[config.mk]
export PLATFORM = sky130hd
export DESIGN_NAME = tcw_ctrl
export DESIGN_NICKNAME = d
export VERILOG_FILES = /design/src/rtl/tcw_pkg.sv /design/src/rtl/tcw_ctrl.sv
export SDC_FILE = /design/constraint.sdc
export NUM_CORES = 1
export LEC_CHECK = 0
export BUFFER_PORTS_ARGS = -buffer_cell sky130_fd_sc_hd__buf_2
export CAP_MARGIN = 5
export CELL_PAD_IN_SITES_DETAIL_PLACEMENT = 1
export CELL_PAD_IN_SITES_GLOBAL_PLACEMENT = 1
export CORE_MARGIN = 8
export CORE_UTILIZATION = 35
export CTS_BUF_LIST = sky130_fd_sc_hd__clkbuf_8
export CTS_CLUSTER_SIZE = 20
export DETAILED_ROUTE_END_ITERATION = 8
export HOLD_SLACK_MARGIN = 0.06
export PLACE_DENSITY = 0.78
export SYNTH_ARGS = -nofsm -noshare
export SYNTH_HDL_FRONTEND = slang
export SYNTH_SLANG_ARGS = --single-unit
[constraint.sdc]
create_clock -name i_clk -period 2.1 [get_ports i_clk]
set_clock_uncertainty 0.2 [all_clocks]
set_input_delay 0.105 -clock i_clk [delete_from_list [all_inputs] [get_ports i_clk]]
set_output_delay 0.105 -clock i_clk [all_outputs]
set_load 0.1 [all_outputs]
[src/rtl/tcw_pkg.sv]
package tcw_pkg;

    localparam int COLUMNS    = 80;
    localparam int ROWS       = 25;
    localparam int CELLS      = COLUMNS * ROWS;
    localparam int COL_W      = 7;
    localparam int ROW_W      = 5;
    localparam int ADDR_W     = $clog2(CELLS);
    localparam int TAB_SPACES = 4;
    localparam int TAB_W      = $clog2(TAB_SPACES);

    localparam logic [7:0] SPACE_CODE  = 8'h20;
    localparam logic [7:0] LINE_FEED   = 8'd10;
    localparam logic [7:0] TAB_CODE    = 8'd9;
    localparam logic [7:0] COLOR_RESET = 8'h0F;

    typedef enum logic [1:0] {
        K_PUT   = 2'd0,
        K_CLEAR = 2'd1,
        K_READ  = 2'd2,
        K_NONE  = 2'd3
    } t_kind;

    typedef struct packed {
        logic load_item;
        logic sweep_all;
        logic sweep_row;
        logic sweep_step;
        logic put_glyph;
        logic new_line;
        logic rd_issue;
        logic out_load;
    } t_cmd;

    typedef struct packed {
        t_kind kind;
        logic  is_lf;
        logic  is_tab;
        logic  rd_in_range;
        logic  sweep_last;
        logic  at_eol;
        logic  at_bottom;
        logic  out_free;
    } t_status;

endpackage

[src/rtl/tcw_ctrl.sv]
module tcw_ctrl
    import tcw_pkg::*;
(
    input  logic    i_clk,
    input  logic    i_rst_n,
    input  logic    i_in_valid,
    output logic    o_in_ready,
    input  t_status i_status,
    output t_cmd    o_cmd
);

    typedef enum logic [7:0] {
        S_INIT   = 8'b0000_0001,
        S_IDLE   = 8'b0000_0010,
        S_DECODE = 8'b0000_0100,
        S_PUT    = 8'b0000_1000,
        S_BLANK  = 8'b0001_0000,
        S_CLEAR  = 8'b0010_0000,
        S_READ   = 8'b0100_0000,
        S_OUT    = 8'b1000_0000
    } t_state;

    t_state           r_state, n_state;
    logic [TAB_W-1:0] r_tab, n_tab;

    always_comb begin
        o_cmd      = '0;
        o_in_ready = 1'b0;
        n_state    = r_state;
        n_tab      = r_tab;
        case (r_state)
            S_INIT: begin
                o_cmd.sweep_step = 1'b1;
                if (i_status.sweep_last) begin
                    n_state = S_IDLE;
                end
            end
            S_IDLE: begin
                o_in_ready = 1'b1;
                if (i_in_valid) begin
                    o_cmd.load_item = 1'b1;
                    n_state         = S_DECODE;
                end
            end
            S_DECODE: begin
                case (i_status.kind)
                    K_PUT: begin
                        n_tab = '0;
                        if (i_status.is_lf) begin
                            o_cmd.new_line = 1'b1;
                            if (i_status.at_bottom) begin
                                o_cmd.sweep_row = 1'b1;
                                n_state         = S_BLANK;
                            end else begin
                                n_state = S_OUT;
                            end
                        end else begin
                            if (i_status.is_tab) begin
                                n_tab = TAB_W'(TAB_SPACES - 1);
                            end
                            n_state = S_PUT;
                        end
                    end
                    K_CLEAR: begin
                        o_cmd.sweep_all = 1'b1;
                        n_state         = S_CLEAR;
                    end
                    K_READ: begin
                        n_state = i_status.rd_in_range ? S_READ : S_OUT;
                    end
                    default: begin
                        n_state = S_OUT;
                    end
                endcase
            end
            S_PUT: begin
                o_cmd.put_glyph = 1'b1;
                o_cmd.new_line  = i_status.at_eol;
                if (i_status.at_eol && i_status.at_bottom) begin
                    o_cmd.sweep_row = 1'b1;
                    n_state         = S_BLANK;
                end else if (r_tab != '0) begin
                    n_tab   = r_tab - TAB_W'(1);
                    n_state = S_PUT;
                end else begin
                    n_state = S_OUT;
                end
            end
            S_BLANK: begin
                o_cmd.sweep_step = 1'b1;
                if (i_status.sweep_last) begin
                    // a tab may still have spaces to write after the scroll
                    if (r_tab != '0) begin
                        n_tab   = r_tab - TAB_W'(1);
                        n_state = S_PUT;
                    end else begin
                        n_state = S_OUT;
                    end
                end
            end
            S_CLEAR: begin
                o_cmd.sweep_step = 1'b1;
                if (i_status.sweep_last) begin
                    n_state = S_OUT;
                end
            end
            S_READ: begin
                o_cmd.rd_issue = 1'b1;
                n_state        = S_OUT;
            end
            S_OUT: begin
                if (i_status.out_free) begin
                    o_cmd.out_load = 1'b1;
                    n_state        = S_IDLE;
                end
            end
            default: begin
                n_state = S_IDLE;
            end
        endcase
    end

    always_ff @(posedge i_clk) begin
        if (!i_rst_n) begin
            r_state <= S_INIT;
            r_tab   <= '0;
        end else begin
            r_state <= n_state;
            r_tab   <= n_tab;
        end
    end

endmodule

# --- Yosys cells after proc, flatten, opt, wreduce, memory -nomap -nowiden ---
# Cells that the tools add are included.
classes:
  add_sub_neg: 1
  eq_ne: 17
  muxes: 37
  n_reduce_logical: 7
op_table:
  columns: ["cell", "count"]
  rows:
  - ["$mux W8", 10]
  - ["$pmux W8 S8", 1]
  - ["$pmux W8 S3", 1]
  - ["$mux W1", 16]
  - ["$mux W2", 6]
  - ["$ne A2 B2 Y1 const B", 6]
  - ["$eq A8 B1 Y1 const B", 1]
  - ["$eq A8 B2 Y1 const B", 1]
  - ["$eq A8 B3 Y1 const B", 1]
  - ["$eq A8 B4 Y1 const B", 1]
  - ["$eq A8 B5 Y1 const B", 1]
  - ["$eq A8 B6 Y1 const B", 1]
  - ["$eq A8 B7 Y1 const B", 1]
  - ["$eq A8 B8 Y1 const B", 1]
  - ["$pmux W2 S3", 1]
  - ["$reduce_and A5 Y1", 1]
  - ["$pmux W1 S2", 2]
  - ["$reduce_and A4 Y1", 1]
  - ["$reduce_bool A3 Y1", 1]
  - ["$reduce_or A3 Y1", 1]
  - ["$eq A2 B1 Y1 const B", 1]
  - ["$eq A2 B2 Y1 const B", 1]
  - ["$logic_not A2 Y1", 1]
  - ["$ne A2 B1 Y1 const B", 1]
  - ["3 further kinds", 3]
word_totals:
  reg_bits: 10
  out_inout_bits: 9

# --- Logic depth before layout (Yosys ltp) ---
# Gate-level depths: netlist of run 1.
depth:
  ltp_word: 4
  mapped_depth: 7
  depth_no_buf: 7

# --- Worst setup path before layout of run 1 ---
# Ideal clock, no wire load.
synth_timing:
  path_type: "register to register"
  from: "register r_state[0]"
  to: "register r_state[5]"
  setup_time_ns: 0.068
  t_arrival_ns: 3.684
  slack_ns: -1.852
  stages_incl_launch_ff: 6
  synth_period_minus_slack_ns: 3.952
  cell_sequence: "dfxtp_1 > clkbuf_1 > nor4_1 > nand4b_1 > nor3b_1 > o21a_1"
synth_via:
  elab_chain_cells: 3
  word_cells_on_any_way: 15
  classes_between: "13 x eq/ne; 1 x mux; 1 x reduce/logical"
synth_lines:
  columns: ["element", "line_no", "text"]
  rows:
  - ["start: declaration", "tcw_ctrl.sv:23", "t_state r_state, n_state;"]
  - ["start signal: assignment", "tcw_ctrl.sv:128", "r_state <= n_state;"]
  - ["$eq A8 B1 Y1, or another cell as far along", "tcw_ctrl.sv:31", "case (r_state)"]
  - ["$ne A2 B2 Y1 (no line)", null, null]
  - ["$reduce_and A5 Y1 (no line)", null, null]
# Several ways; a longest one is shown, not always the timed one.
# A chain may end at the register's enable or synchronous reset.

# --- Worst setup path in the final report of run 1 ---
layout_timing:
  from: "register r_state[7]"
  to: "register r_tab[0]"
layout_via:
  elab_chain_cells: 3
  word_cells_on_any_way: 9
  classes_between: "6 x eq/ne; 1 x mux; 2 x reduce/logical"
layout_lines:
  columns: ["element", "line_no", "text"]
  rows:
  - ["$eq A8 B3 Y1, or another cell as far along", "tcw_ctrl.sv:31", null]
  - ["$ne A2 B1 Y1 (no line), or another cell as far along", null, null]
  - ["$reduce_and A4 Y1 (no line)", null, null]
  - ["end signal: assignment", "tcw_ctrl.sv:129", "r_tab <= n_tab;"]
  - ["end: declaration", "tcw_ctrl.sv:24", "logic [TAB_W-1:0] r_tab, n_tab;"]
# Several ways; a longest one is shown, not always the timed one.

==> results of run 1 <==
## cells in the mapped netlist (2+ instances only)
cell	count	area, um^2
and3_1	3	18.8
nor2b_1	5	31.3
xor2_1	2	17.5
nor4b_1	2	17.5
inv_1	6	22.5
a21oi_1	3	15.0
nor3_1	2	10.0
or3_1	3	18.8
nand3_1	2	10.0
o21ai_0	6	30.0
nor3b_1	2	15.0
clkbuf_1	5	18.8
o21a_1	2	15.0
dfxtp_1	10	200
nand2_1	8	30.0
nor4_1	5	31.3
nand4b_1	3	26.3
nand2b_1	3	18.8
nor2_1	14	52.6
and2_1	3	18.8
## state kept, by name, indices dropped and copies added (netlist names)
name     count
r_state      8
r_tab        2
## power by group
group | leakage (nW) | internal [mW] | switching (mW) | total (mW)
Sequential | 0.0838 | 0.195 | 0.00590 | 0.201
Clock | 0.0216 | 0.126 | 0.0797 | 0.206
Combinational | 0.561 | 0.104 | 0.120 | 0.224
Total | 0.667 | 0.425 | 0.206 | 0.631
## critical path, cell delays in order (launching register included)
cell      delay [ps]
dfxtp_2          330
or4_4            570
a311o_1          320
a221oi_4         230
mux2_2           380
a21boi_2         130
## per-stage QoR
step / instances / power, mW / cell area, um^2 / utilization
final: 199 / 0.631 / 1570 / 0.656
after global routing: 199 / 0.654 / 1570 / 0.656
after CTS: 195 / 0.612 / 1510 / 0.632
after detailed placement: 181 / 0.388 / 1340 / 0.561
after global placement: 181 / 0.382 / 1340 / 0.561
after floorplan: 113 / 0.307 / 920 / -
## repair_timing
| action | CTS | global route |
|---|---|---|
| buffers inserted | 2 | 4 |
| endpoints found under the setup margin | 5 | 9 |
| gates resized for setup | 8 | 9 |
| pin swaps | 3 | 4 |
| hold buffers | 10 | 0 |
| gates cloned | 0 | 0 |
| hold endpoints to repair | 9 | 0 |
## placed cells by master (no fill, tap or decap), types with 2 or more instances in the layout
cell type / count
inv_1: 5
o21ai_0: 4
a21oi_1: 2
o21ai_1: 2
and2_4: 2
clkbuf_8: 3
xor2_1: 2
nand4b_1: 3
buf_12: 9
nor4b_1: 2
buf_4: 28
buf_2: 11
dfxtp_1: 5
dfxtp_2: 4
nor4_1: 4
or4_4: 2
nand2b_1: 3
nor2_2: 2
nand3_1: 2
and3_1: 2
nor2_4: 2
nor2_1: 10
nor2b_1: 4
nand2_1: 7
or3_1: 3
buf_6: 3
dlygate4sd3_1: 10
o21a_1: 2
## logic make-up (layout without fill, tap and decap cells)
family          after synthesis  count (layout)  share of synthesized area
buf+inv                      14              70                     0.0724
fa+ha+maj                     1               1                     0.0148
simple gates                 61              61                      0.417
compound gates               23              23                      0.216
flops                        10              10                      0.236
xor+xnor                      3               3                     0.0310
mux                           1               1                     0.0133
## metal layers
| metal | vias to the layer above | track usage | part of all wire |
|---|---|---|---|
| met5 | - | 0 | 0 |
| met4 | 0 | 0.0654 | 0.043 |
| met3 | 18 | 0.0272 | 0.054 |
| met2 | 51 | 0.353 | 0.51 |
| met1 | 567 | 0.215 | 0.39 |
| li1 | 523 | - | - |
## final cells by class
cell class / count / area, um^2
tap: 30 / 37.5
clock buffer: 3 / 41.3
multi-input combinational: 89 / 673
inverter: 6 / 26.3
sequential: 10 / 209
timing repair buffer: 61 / 579
fill: 282 / 821
## worst paths after layout
path | from | end | slack (ps) | cells after the start
min | i_status[5] | r_tab[0] | 60 | 4
max reg2reg | r_state[7] | r_tab[0] | -120 | 5
max | r_state[7] | r_tab[0] | -120 | 5
min reg2reg | r_tab[1] | r_tab[1] | 310 | 1
==> impl_metrics.csv, run 1 <==
group,metric,value,unit
status,outcome,"finished with violations",
status,violations,"negative setup slack",
routing,finalWirelength,4260,um
sta,achievable-frequency,0.450,GHz
yosys,async_flop_share,0,
sta,setup_violations,5,
setup_path,worst_ep_arrival_time,2200,ps
routing,final_antenna_net_count,0,
flow_run,max_cap_viols,0,
yosys,synth.cell_area,847,um^2
yosys,avgSynthCellArea,7.50,um^2
sta,hold_viol,0,
setup_path,required,2070,ps
clocking,clkTransAtPathRegs,50,ps
yosys,ys_ff_latch,10,
floorplanning,placement_rows,18,
yosys,postSynth.topFlopCell,"dfxtp_1",
routing,vias,1159,
grt,pin_count_of_the_biggest_net_entering_global_routing,9,
clocking,cts_tree,"done",
sta,fin_ws,-124,ps
pwr,static-leakage-power,0.667,nW
yosys,synth.net_count,126,
routing,firstDrtPassIters,4,
grt,grt_pass1_wl,6300,um
clocking,cts-root-to-sink-buffers,2,
layout,num-nets-final,184,
floorplanning,design.core.area,2390,um^2
yosys,synth-edff-count,0,
clocking,cts_buffers,3,
grt,grt_pass1_vias,1213,
pwr,max-vdd-ir-drop,0.000299,V
clocking,clkSinkCount,10,
sta,finalSetupTns,-374,ps
layout,area_grow_syn2layout,84.9,%
layout,insertedDiodeCount,0,
clocking,clock_tree.htree_level_count,1,
grt,grt.overflow.total,0,
floorplanning,dieArea,4250,um^2
setup_path,kind_of_end_point_of_the_critical_path,"flop",
routing,drcViolationCount,0,
sta,timing.hold.ws,63.3,ps
routing,drt_iter0_drc,51,
pwr,cellPowerDensity,403,nW/um^2
sta,timing.final.crit_period,2220,ps
sta,final.period_utilization,1.06,
hold_path,timing.hold.worst.class,"in2reg",
sta,final_slew_violations,0,
place,place_hpwl,2630,um
yosys,synth_cell_type_count,44,
yosys,seq_area_frac_synth,0.236,
grt,antenna_found_initial,0,
floorplanning,initial_core_util,0.355,
floorplanning,die_w,65.2,um
setup_path,cp_max_fo,3,
setup_path,worst_setup_path_type,"reg2reg",
place,finalWeightedCongestion,0.825,
layout,drive_gt1_frac,0.485,
floorplanning,ioPinCount,21,
place,port-buffer-count,20,
clocking,clk_latency,230,ps
yosys,yosys_warnings,0,
clocking,cts_root_buffer,"clkbuf_8",
routing,wl_per_cell,21.4,um
sta,slew-limit-headroom,0.733,
grt,grt_util_overall,0.190,
setup_path,critPathLaunchType,"flop",
yosys,post_syn_instances,113,
floorplanning,fp.dieH,65.2,um
routing,drt-vias-per-instance,5.82,
sta,setup_repair_after_global_routing_missed_its_margin,"yes",
sta,worst_pin_slew,397,ps
place,post-place-ws,-102,ps
Note: power is estimated with default switching activity, not from simulation.
==> run 2, diff against run 1 <==
--- a/config.mk
+++ b/config.mk
@@ -15,7 +15,7 @@
 export CTS_CLUSTER_SIZE = 20
 export DETAILED_ROUTE_END_ITERATION = 8
 export HOLD_SLACK_MARGIN = 0.06
-export PLACE_DENSITY = 0.78
+export PLACE_DENSITY = 0.87
 export SYNTH_ARGS = -nofsm -noshare
 export SYNTH_HDL_FRONTEND = slang
 export SYNTH_SLANG_ARGS = --single-unit
==> run 2 against run 1 <==
Against the previous run:
- the flow still finishes with violations (negative setup slack)
- largest power group is now the clock network
- power grew 11%
- hold slack gained 7.7 ps
- non-clock buffer count up 2
- global-route usage is 1.5 points higher
- clock power rose by 24%
- combinational power up 5%
- worst setup slack worse by 53 ps
==> impl_metrics.csv, run 2 (synthesized netlist as in run 1, its figures left out) <==
group,metric,value,unit
clocking,clkSinkCount,10,
grt,grt_util_overall,0.205,
place,port-buffer-count,20,
layout,largest_register_ffs,8,
setup_path,cp_max_fo,3,
sta,setup_repair_after_global_routing_missed_its_margin,"yes",
place,place_hpwl,2660,um
clocking,cts-root-to-sink-buffers,2,
sta,worst_pin_slew,448,ps
place,post_place_cells,175,
clocking,clock_tree.htree_level_count,1,
status,outcome,"finished with violations",
routing,drt_iter0_drc,85,
place,post-place-ws,-124,ps
flow_run,max_cap_viols,0,
clocking,clkTransAtPathRegs,50,ps
sta,slew-limit-headroom,0.697,
pwr,cellPowerDensity,413,nW/um^2
place,finalWeightedCongestion,0.941,
pwr,max-vdd-ir-drop,0.000447,V
status,violations,"negative setup slack",
layout,num-nets-final,186,
setup_path,kind_of_end_point_of_the_critical_path,"flop",
sta,hold_viol,0,
sta,timing.final.crit_period,2280,ps
grt,antenna_found_initial,0,
layout,insertedDiodeCount,0,
floorplanning,fp.dieH,65.2,um
floorplanning,die_w,65.2,um
routing,firstDrtPassIters,4,
clocking,clk_latency,250,ps
clocking,cts_root_buffer,"clkbuf_8",
routing,finalWirelength,5470,um
sta,achievable-frequency,0.439,GHz
routing,vias,1251,
routing,final_antenna_net_count,0,
layout,layout_top_registers,"r_state x8, r_tab x2",
setup_path,worst_setup_path_type,"reg2reg",
floorplanning,design.core.area,2390,um^2
clocking,cts_tree,"done",
sta,fin_ws,-177,ps
grt,grt_pass1_wl,6720,um
place,placed_cell_area,1290,um^2
floorplanning,initial_core_util,0.355,
sta,final_slew_violations,0,
routing,drt-vias-per-instance,6.19,
sta,setup_violations,11,
clocking,cts_buffers,3,
setup_path,critPathLaunchType,"flop",
pwr,finalPower,699,uW
setup_path,required,2080,ps
setup_path,worst_ep_arrival_time,2260,ps
floorplanning,dieArea,4250,um^2
layout,largest-register,"r_state",
pwr,static-leakage-power,0.696,nW
routing,drcViolationCount,0,
grt,grt_pass1_vias,1283,
layout,layout.filler_cells,251,
layout,area_grow_syn2layout,99.6,%
layout,stdcell_count,202,
grt,grt.overflow.total,0,
layout,footprint_of_the_flip_flops_and_latches,210,um^2
routing,wl_per_cell,27.1,um
layout,commonest_cells_after_routing_fill_and_taps_aside,"buf_4 (30), buf_2 (11), nor2_1 (9), dlygate4sd3_1 (9), buf_12 (9)",
layout,layout.cells.most_common,"buf_4",
floorplanning,ioPinCount,21,
sta,final.period_utilization,1.08,
grt,pin_count_of_the_biggest_net_entering_global_routing,11,
floorplanning,placement_rows,18,
layout,layout.cell_area.non_filler,1690,um^2
layout,drive_gt1_frac,0.593,
hold_path,timing.hold.worst.class,"in2reg",
layout,area_of_combinational_cells_with_multiple_inputs,766,um^2
run 2: worst max-delay path, stage by stage, from the launching register on:
cell and delay (ps):
dfxtp_2 330, or4_4 550, buf_4 160, buf_4 140, nor4_4 260, buf_4 180
nand2b_1 70, o211ai_1 130, o211a_1 200
run 2: metrics by stage:
stage / TNS [ps] / utilization / hold slack, ps
2_1_floorplan: -564 / - / 23.3
3_3_place_gp: -34.2 / 0.542 / 183
3_5_place_dp: -356 / 0.542 / 183
4_1_cts: -352 / 0.645 / -28.5
5_1_grt: -1470 / 0.708 / 83.4
6_report: -752 / 0.708 / 71.0
run 2: cell type report:
class | count | share of cell area
clock buffers | 4 | 0.0326
inverters | 6 | 0.0155
multi-input cells | 89 | 0.453
flip-flops and latches | 10 | 0.124
well taps | 30 | 0.0222
repair buffers | 63 | 0.352
run 2: report_power, final:
group	switching (mW)	leakage (nW)	internal [mW]
Sequential	0.0110	0.0844	0.196
Combinational	0.134	0.583	0.102
Clock	0.0901	0.0288	0.166
Total	0.235	0.696	0.464
run 2: path summary, 6_finish.rpt:
path	from	endpoint	slack (ps)	depth (start not counted)
worst max-delay path	r_state[7]	r_tab[1]	-180	8
worst min-delay path	i_status[5]	r_tab[0]	70	4
worst max register to register	r_state[7]	r_tab[1]	-180	8
worst min register to register	r_tab[1]	r_tab[1]	340	1
run 2: layer usage:
metal | up-vias | part of all wire | GRT usage
met4 | 0 | 0.065 | 0.123
met3 | 33 | 0.068 | 0.0493
li1 | 525 | - | -
met1 | 616 | 0.38 | 0.226
met2 | 77 | 0.49 | 0.349
met5 | - | 0 | 0
run 2: timing repair:
action,CTS,global route
endpoints found under the hold margin,10,4
hold buffers,7,2
pin swaps,6,8
buffers inserted,7,8
gates resized for setup,21,19
gates cloned,0,0
setup endpoints to repair,5,11
==> run 3, diff against run 2 <==
--- a/config.mk
+++ b/config.mk
@@ -5,7 +5,7 @@
 export SDC_FILE = /design/constraint.sdc
 export NUM_CORES = 1
 export LEC_CHECK = 0
-export BUFFER_PORTS_ARGS = -buffer_cell sky130_fd_sc_hd__buf_2
+export BUFFER_PORTS_ARGS = -buffer_cell sky130_fd_sc_hd__clkbuf_2
 export CAP_MARGIN = 5
 export CELL_PAD_IN_SITES_DETAIL_PLACEMENT = 1
 export CELL_PAD_IN_SITES_GLOBAL_PLACEMENT = 1
==> run 3 against run 2 <==
Against the previous run:
- the flow still finishes with violations (negative setup slack)
- final cell count fell by 5.4%
- routed wire length fell by 26%
- clock power rose by 6%
- first-iteration DRC count fell by 25%
- design area fell by 12%
- sequential share of layout area rose by 1.6 points
- critical path depth fell by 3
- flip-flop and latch count did not move
- combinational power fell by 14%
- critical path type unchanged
==> impl_metrics.csv, run 3 (synthesized netlist as in run 1, its figures left out) <==
group,metric,value,unit
setup_path,critPathLaunchType,"flop",
setup_path,cp_max_fo,4,
sta,achievable-frequency,0.451,GHz
routing,drt_iter0_drc,64,
clocking,clkSinkCount,10,
floorplanning,ioPinCount,21,
grt,grt_pass1_vias,1197,
sta,setup_repair_after_global_routing_missed_its_margin,"yes",
routing,firstDrtPassIters,4,
pwr,cellPowerDensity,454,nW/um^2
sta,worst_pin_slew,348,ps
clocking,cts_buffers,3,
place,post-place-ws,-121,ps
pwr,static-leakage-power,0.626,nW
layout,area_of_combinational_cells_with_multiple_inputs,688,um^2
grt,grt_pass1_wl,6110,um
sta,fin_ws,-115,ps
layout,drive_gt1_frac,0.491,
setup_path,worst_setup_path_type,"reg2reg",
place,post_place_cells,175,
layout,insertedDiodeCount,0,
setup_path,kind_of_end_point_of_the_critical_path,"flop",
routing,wl_per_cell,21.3,um
layout,layout.filler_cells,275,
grt,pin_count_of_the_biggest_net_entering_global_routing,11,
layout,commonest_cells_after_routing_fill_and_taps_aside,"buf_4 (25), clkbuf_2 (11), nor2_1 (10)",
routing,drt-vias-per-instance,5.81,
routing,drcViolationCount,0,
setup_path,required,2100,ps
sta,setup_violations,2,
grt,grt_util_overall,0.187,
routing,final_antenna_net_count,0,
pwr,max-vdd-ir-drop,0.000443,V
place,port-buffer-count,20,
floorplanning,die_w,65.2,um
setup_path,worst_ep_arrival_time,2210,ps
layout,layout.core_utilization,0.624,
sta,finalSetupTns,-131,ps
hold_path,timing.hold.worst.class,"in2reg",
place,place_hpwl,2660,um
floorplanning,fp.dieH,65.2,um
grt,grt.overflow.total,0,
layout,num-nets-final,175,
flow_run,max_cap_viols,0,
layout,largest-register,"r_state",
clocking,clkTransAtPathRegs,60,ps
layout,largest_register_ffs,8,
clocking,cts_root_buffer,"clkbuf_8",
layout,layout_top_registers,"r_state x8, r_tab x2",
routing,vias,1109,
layout,layout.cell_area.non_filler,1490,um^2
floorplanning,dieArea,4250,um^2
grt,antenna_found_initial,0,
sta,hold_viol,0,
status,outcome,"finished with violations",
clocking,clk_latency,250,ps
sta,final.period_utilization,1.05,
clocking,clock_tree.htree_level_count,1,
place,placed_cell_area,1270,um^2
layout,stdcell_count,191,
status,violations,"negative setup slack",
place,finalWeightedCongestion,0.978,
clocking,cts-root-to-sink-buffers,2,
routing,finalWirelength,4070,um
sta,final_slew_violations,0,
floorplanning,initial_core_util,0.355,
layout,layout.cells.most_common,"buf_4",
layout,area_grow_syn2layout,75.9,%
floorplanning,placement_rows,18,
clocking,cts_tree,"done",
sta,slew-limit-headroom,0.768,
layout,footprint_of_the_flip_flops_and_latches,209,um^2
sta,timing.final.crit_period,2220,ps
floorplanning,design.core.area,2390,um^2
## run 3: cell types whose count changed in the layout (fill, tap and decap cells not counted), sizes merged
| cell | before | now |
|---|---|---|
| buf | 54 | 33 |
| clkbuf | 4 | 15 |
| dlygate4sd3 | 9 | 8 |
## run 3: worst max-delay path, stage by stage, from the launching register on
cell      delay (ps)
dfxtp_2          340
or4_4            530
a311o_1          330
a221oi_4         250
or3b_1           390
a21boi_2         110
## run 3: layout make-up
class | instances | share of cell area
multi-input cells | 89 | 0.462
repair buffers | 52 | 0.318
flip-flops and latches | 10 | 0.140
clock buffers | 4 | 0.0369
well taps | 30 | 0.0252
inverters | 6 | 0.0176
## run 3: report_power, final
part | switching [mW] | total (mW) | internal (mW)
Clock | 0.104 | 0.271 | 0.166
Combinational | 0.113 | 0.202 | 0.0885
Sequential | 0.00985 | 0.205 | 0.195
Total | 0.227 | 0.677 | 0.450
## run 3: through the flow
stage	hold slack [ps]	total power [mW]
2_1_floorplan	23.3	0.307
3_3_place_gp	174	0.371
3_5_place_dp	193	0.380
4_1_cts	60.3	0.651
5_1_grt	76.1	0.693
6_report	39.5	0.677
## run 3: final timing paths
path	from	to	slack, ps	depth (start not counted)
worst max-delay path	r_state[5]	r_tab[0]	-120	5
worst min-delay path	i_status[5]	r_tab[0]	40	4
worst max register to register	r_state[5]	r_tab[0]	-120	5
worst min register to register	r_tab[1]	r_tab[1]	300	1
## run 3: layer usage
metal | GRT usage | wire length (um)
met5 | 0 | 0
met1 | 0.207 | 1640
met2 | 0.332 | 2180
met4 | 0.0954 | 77
met3 | 0.0340 | 169
## run 3: repair_timing
| action | in CTS | in global routing |
|---|---|---|
| gates resized for setup | 7 | 11 |
| setup buffers | 1 | 3 |
| endpoints found under the hold margin | 8 | 0 |
| setup endpoints to repair | 6 | 8 |
| hold buffers | 8 | 0 |
| pin swaps | 1 | 6 |
